## src/rtl/ghash_pkg.sv

```systemverilog
// Shared definitions for the GHASH GF(2^128) accumulator.
// Holds field constants, the controller state type and the multiply digit step.
// Depends on nothing.
package ghash_pkg;

	localparam int GF_BITS    = 128;
	localparam int HALF_BITS  = GF_BITS / 2;
	localparam int DIGIT_BITS = 8;
	localparam int DIGITS     = GF_BITS / DIGIT_BITS;
	localparam int CNT_W      = $clog2(DIGITS);
	localparam int BYTES      = GF_BITS / 8;
	localparam int NBYTES_W   = 5;

	localparam logic [7:0] GF_REDUCE = 8'hE1;

	localparam logic [CNT_W-1:0] LAST_DIGIT = CNT_W'(DIGITS - 1);

	localparam logic REG_SUBKEY_HI = 1'b0;
	localparam logic REG_SUBKEY_LO = 1'b1;

	typedef logic [GF_BITS-1:0] gf_t;

	typedef enum logic {
		ST_IDLE,
		ST_RUN
	} state_t;

	typedef struct packed {
		gf_t z;
		gf_t v;
	} mul_acc_t;

	// One digit of the multiply: multiplier bits are taken MSB first, and V is
	// multiplied by x after each bit, with the reflected reduction of GCM.
	function automatic mul_acc_t gf_digit_step(mul_acc_t cur, logic [DIGIT_BITS-1:0] digit);
		mul_acc_t acc;
		logic carry;
		acc = cur;
		for (int i = DIGIT_BITS - 1; i >= 0; i--) begin
			if (digit[i]) begin
				acc.z = acc.z ^ acc.v;
			end
			carry = acc.v[0];
			acc.v = acc.v >> 1;
			if (carry) begin
				acc.v[GF_BITS-1 -: 8] = acc.v[GF_BITS-1 -: 8] ^ GF_REDUCE;
			end
		end
		return acc;
	endfunction

	// Keeps the leading bytes of a block; byte 0 sits in the top bits.
	// A count of sixteen or more keeps the whole block.
	function automatic gf_t mask_block(gf_t blk, logic [NBYTES_W-1:0] nbytes);
		gf_t res;
		res = blk;
		for (int k = 0; k < BYTES; k++) begin
			if (nbytes <= NBYTES_W'(k)) begin
				res[GF_BITS-1-8*k -: 8] = 8'h00;
			end
		end
		return res;
	endfunction

endpackage

```

## src/rtl/ghash_gf128_accumulator.sv

```systemverilog
// Top level of the GHASH GF(2^128) accumulator.
// Uses ghash_pkg for constants, the state type and the digit step of the multiply.
//
// Each item carries a 128-bit block that is masked to its leading valid bytes,
// XORed into the running hash Y (cleared first when first is set) and multiplied
// by the subkey H. The multiply walks the multiplier eight bits per cycle out of
// a shift register. The block takes no new item while one is in the multiply;
// the next item is accepted once its result is loaded and the block is idle again.
// A result held in the output register does not block the next item; only a
// second finished result stalls until the first is taken. The user must write
// H through the configuration port only while the block is idle; the block
// itself does not enforce this. Reset clears H and Y to zero.
module ghash_gf128_accumulator (
	input  logic        clk,
	input  logic        arst_n,
	input  logic        cfg_wr_en,
	input  logic        cfg_index,
	input  logic [63:0] cfg_wdata,
	input  logic        in_valid,
	output logic        in_ready,
	input  logic [63:0] block_hi,
	input  logic [63:0] block_lo,
	input  logic [4:0]  valid_bytes,
	input  logic        first,
	output logic        out_valid,
	input  logic        out_ready,
	output logic [63:0] hash_hi,
	output logic [63:0] hash_lo
);

	ghash_pkg::state_t state_q, state_d;

	logic [ghash_pkg::HALF_BITS-1:0] subkey_hi_q, subkey_lo_q;
	ghash_pkg::gf_t acc_q;
	ghash_pkg::gf_t x_q;
	ghash_pkg::mul_acc_t mul_q, mul_next;
	logic [ghash_pkg::CNT_W-1:0] cnt_q;
	ghash_pkg::gf_t hash_q;
	logic out_valid_q;

	logic in_fire;
	logic last_digit;
	logic out_free;
	logic finish;
	ghash_pkg::gf_t y_start;

	assign in_fire    = in_valid && in_ready;
	assign last_digit = (cnt_q == ghash_pkg::LAST_DIGIT);
	assign out_free   = !out_valid_q || out_ready;
	assign mul_next   = ghash_pkg::gf_digit_step(mul_q,
		x_q[ghash_pkg::GF_BITS-1 -: ghash_pkg::DIGIT_BITS]);
	assign y_start    = (first ? '0 : acc_q) ^
		ghash_pkg::mask_block({block_hi, block_lo}, valid_bytes);

	always_comb begin
		state_d = state_q;
		case (state_q)
			ghash_pkg::ST_IDLE: begin
				if (in_valid) begin
					state_d = ghash_pkg::ST_RUN;
				end
			end
			ghash_pkg::ST_RUN: begin
				if (last_digit && out_free) begin
					state_d = ghash_pkg::ST_IDLE;
				end
			end
			default: state_d = ghash_pkg::ST_IDLE;
		endcase
	end

	always_comb begin
		in_ready = 1'b0;
		finish   = 1'b0;
		case (state_q)
			ghash_pkg::ST_IDLE: in_ready = 1'b1;
			ghash_pkg::ST_RUN:  finish   = last_digit && out_free;
			default: begin
				in_ready = 1'b0;
				finish   = 1'b0;
			end
		endcase
	end

	always_ff @(posedge clk or negedge arst_n) begin
		if (!arst_n) begin
			state_q     <= ghash_pkg::ST_IDLE;
			subkey_hi_q <= '0;
			subkey_lo_q <= '0;
			acc_q       <= '0;
			cnt_q       <= '0;
			out_valid_q <= 1'b0;
		end else begin
			state_q <= state_d;
			if (cfg_wr_en) begin
				case (cfg_index)
					ghash_pkg::REG_SUBKEY_HI: subkey_hi_q <= cfg_wdata;
					ghash_pkg::REG_SUBKEY_LO: subkey_lo_q <= cfg_wdata;
					default: ;
				endcase
			end
			if (in_fire) begin
				cnt_q <= '0;
			end else if (state_q == ghash_pkg::ST_RUN && !last_digit) begin
				cnt_q <= cnt_q + 1'b1;
			end
			if (finish) begin
				acc_q       <= mul_next.z;
				out_valid_q <= 1'b1;
			end else if (out_ready) begin
				out_valid_q <= 1'b0;
			end
		end
	end

	// Datapath registers carry no reset; x_q and mul_q load as an item starts.
	always_ff @(posedge clk) begin
		if (in_fire) begin
			x_q     <= y_start;
			mul_q.z <= '0;
			mul_q.v <= {subkey_hi_q, subkey_lo_q};
		end else if (state_q == ghash_pkg::ST_RUN && !last_digit) begin
			x_q   <= x_q << ghash_pkg::DIGIT_BITS;
			mul_q <= mul_next;
		end
		if (finish) begin
			hash_q <= mul_next.z;
		end
	end

	assign out_valid = out_valid_q;
	assign hash_hi   = hash_q[ghash_pkg::GF_BITS-1 -: ghash_pkg::HALF_BITS];
	assign hash_lo   = hash_q[ghash_pkg::HALF_BITS-1:0];

endmodule
```

## config.mk

```make
export PLATFORM = sky130hd
export DESIGN_NAME = ghash_gf128_accumulator
export DESIGN_NICKNAME = d
export VERILOG_FILES = /design/src/rtl/ghash_pkg.sv /design/src/rtl/ghash_gf128_accumulator.sv
export SDC_FILE = /design/constraint.sdc
export NUM_CORES = 2
export LEC_CHECK = 0
export ABC_AREA = 1
export BUFFER_PORTS_ARGS = -buffer_cell sky130_fd_sc_hd__buf_2
export CORE_MARGIN = 5
export CORE_UTILIZATION = 62
export CTS_CLUSTER_SIZE = 24
export DETAILED_ROUTE_END_ITERATION = 10
export HOLD_SLACK_MARGIN = 0.12
export PLACE_DENSITY = 0.86
export SYNTH_ARGS = -nofsm -noshare
export SYNTH_HDL_FRONTEND = slang
export SYNTH_SLANG_ARGS = --single-unit
```

## constraint.sdc

```tcl
create_clock -name clk -period 9.6 [get_ports clk]
set_input_delay 0.48 -clock clk [delete_from_list [all_inputs] [get_ports clk]]
set_output_delay 0.48 -clock clk [all_outputs]
set_load 0.02 [all_outputs]
```

==> results_dict.tcl <==
set metrics [dict create \
    ioPinCount 334 \
    overflow 0 \
    ys_async_sr_fraction_pct 33.9 \
    vias_per_cell 5.68 \
    maxCapViolations 0 \
    cts_setup_buffers 0 \
    fin_cells 7358 \
    period_minus_slack_ns 4.64 \
    fmax_ghz 0.216 \
    dominantRegCellSynth "edfxtp_1" \
    drt-total-wl_um 141000 \
    dieWidth_um 286 \
    yosysTopAreaCellShare_pct 25.6 \
    critPathKind "flip-flop to flip-flop" \
    syn_nets 6451 \
    rsz0062_at_grt "no" \
    num_vias 41800 \
    yosys-top-cells-count "nand2_1 (3220), xnor2_1 (478), edfxtp_1 (384)" \
    yosys.area.top_type "nand2_1" \
    cts_buffer_depth 3 \
    antenna_found_initial 1 \
    port_buffers 333 \
    cts_buffers 83 \
    first_pass_iters 6 \
    syn2layout_area_growth_pct 8.86 \
    grt_pass1_vias 39700 \
    fillers 5778 \
    chipHeight_um 286 \
    drc_errors 0 \
    clk_latency_ns 0.64 \
    synth_seq_cells 774 \
    dp_slack_ns 4.92 \
    crit_fanout 156 \
    yosys-top-cells-area "nand2_1 (26%), edfxtp_1 (24%), dfrtp_1 (14%)" \
    synthesis.area_mm2 0.0473 \
    core_mm2 0.0758 \
    layout-drive-gt1-share_pct 8.40 \
    grt_max_degree 157 \
    hold_violations 0 \
    final.period_utilization_pct 48.3 \
    worstPathArrival_ns 5.14 \
    hold_slack_ns 0.145 \
    postSynthCellCount 6246 \
    gp_congestion 0.940 \
    grt_pass1_wl_um 219000 \
    cp.required_ns 10.10 \
    initial_utilization_pct 62.4 \
    skew_ns 0.0348 \
    maxSlewViolCount 0 \
    start_kind "flip-flop" \
    n_antenna_cell 0 \
    h-tree-depth 3 \
    hpwlAfterDp_um 93300 \
    clkTransAtPathRegs_ns 0.06 \
    track_usage_pct 33.6 \
    cts_tree "done" \
    placementRows 101 \
    yosysUniqueCellTypes 36 \
    avgSynthCellArea_um2 7.57 \
    wl_per_cell_um 19.2 \
    drt_iter0_drc 5943 \
    setup_ws_ns 4.96 \
    end_kind "flip-flop" \
    max_slew_margin_pct 18.9 \
    ant_nets 0 \
    seq_area_frac_synth_pct 43.7 \
    worstMarginPinSlew_ns 1.22 \
    cts-root-buf "clkbuf_16" \
    setup_violations 0 \
    synth-edff-count 384 \
    dieArea_mm2 0.0819 \
    layout.nets 6517 \
    dp.cells 7202 \
    ys_warn_count 0 \
    status "finished, final reports clean" \
    hold_path.class "input port to flip-flop" \
    finalSetupTns_ns 0 \
    clock_sinks 774 \
    synth.most_common_cell "nand2_1" \
]
==> state kept, by name (all words and copies together), names as in the netlist <==
register     count
state_q          1
out_valid        1
acc_q          128
mul_q          143
subkey_hi_q     64
x_q            128
mul_next       113
subkey_lo_q     64
cnt_q            4
hash_q         128
==> layer usage <==
layer  track usage [%]  vias up  wire length, um
met1              44.5    19400            51700
met3              6.84      421            17400
met2              53.9     2724            65000
met5                 0        -               13
li1                  -    19300                -
met4              14.9        2             6920
==> metrics by stage <==
stage	area, um2	utilization [%]
CTS	51500	67.9
detailed placement	48700	64.2
floorplan	47300	-
global placement	48700	64.2
global route	51500	67.9
finish	51500	67.9
==> worst max-delay path, stage by stage (launching register included) <==
cell and delay (ns):
dfrtp_1 0.44, nor2_4 0.12, buf_4 0.60, inv_8 0.44
nand2_4 0.77, clkinv_2 1.00, buf_4 0.76, nand2_1 0.18
nand2_1 0.08
==> timing repair <==
item / 4_1_cts / 5_1_grt
resized for setup: 0 / 0
endpoints found under the setup margin: 0 / 0
hold buffers: 3 / 0
endpoints found under the hold margin: 85 / 0
==> final cells by class <==
type | instances | area [um2] | share of cell area, %
Clock buffer | 111 | 2310 | 4.48
Clock inverter | 42 | 483 | 0.938
Inverter | 301 | 1150 | 2.23
Multi-Input combinational cell | 4784 | 23700 | 46.0
Sequential cell | 774 | 20600 | 40.1
Tap cell | 978 | 1220 | 2.38
Timing Repair Buffer | 368 | 2000 | 3.88
==> worst paths after layout <==
path                          startpoint         endpoint  slack, ns  depth (start not counted)
setup / recovery                 state_q       mul_q[242]       4.96                          8
hold / removal             cfg_wdata[34]  subkey_hi_q[34]       0.15                          3
setup reg to reg                 state_q       mul_q[242]       4.96                          8
hold reg to reg               mul_q[153]       mul_q[153]       0.46                          2
max in group asynchronous         arst_n        acc_q[43]       7.01                          4
min in group asynchronous         arst_n       acc_q[107]       0.45                          2
==> cell usage in the layout (no fill, tap or decap), drive strengths merged <==
cell	synthesis	final
o21bai	1	1
xor2	377	377
ha	1	1
o211ai	2	2
o21ai	293	293
a21oi	14	14
a22o	1	1
dfrtp	262	262
or2	1	1
clkbuf	251	111
and2	2	2
dlygate4sd3	0	3
clkinvlp	0	3
nor2	56	56
nand4	3	3
buf	136	365
clkinv	2	26
nand2	3225	3225
dfxtp	128	128
nand2b	111	111
nand3	92	92
xnor2	484	484
bufinv	0	9
nand3b	119	119
edfxtp	384	384
a31oi	2	2
inv	299	305
==> cells by family after synthesis <==
kind of cell	count (synthesis)	synth area share [%]
flip-flops	774	43.7
XOR/XNOR	861	16.1
adder cells (fa/ha/maj)	1	0.0265
AO/OA/AOI/OAI	313	3.36
buffers and inverters	688	6.35
AND/OR/NAND/NOR	3609	30.5
Power is left out: the tool's default activity adds up to more than one toggle a clock period on the data nets, which glitch-free logic cannot reach.
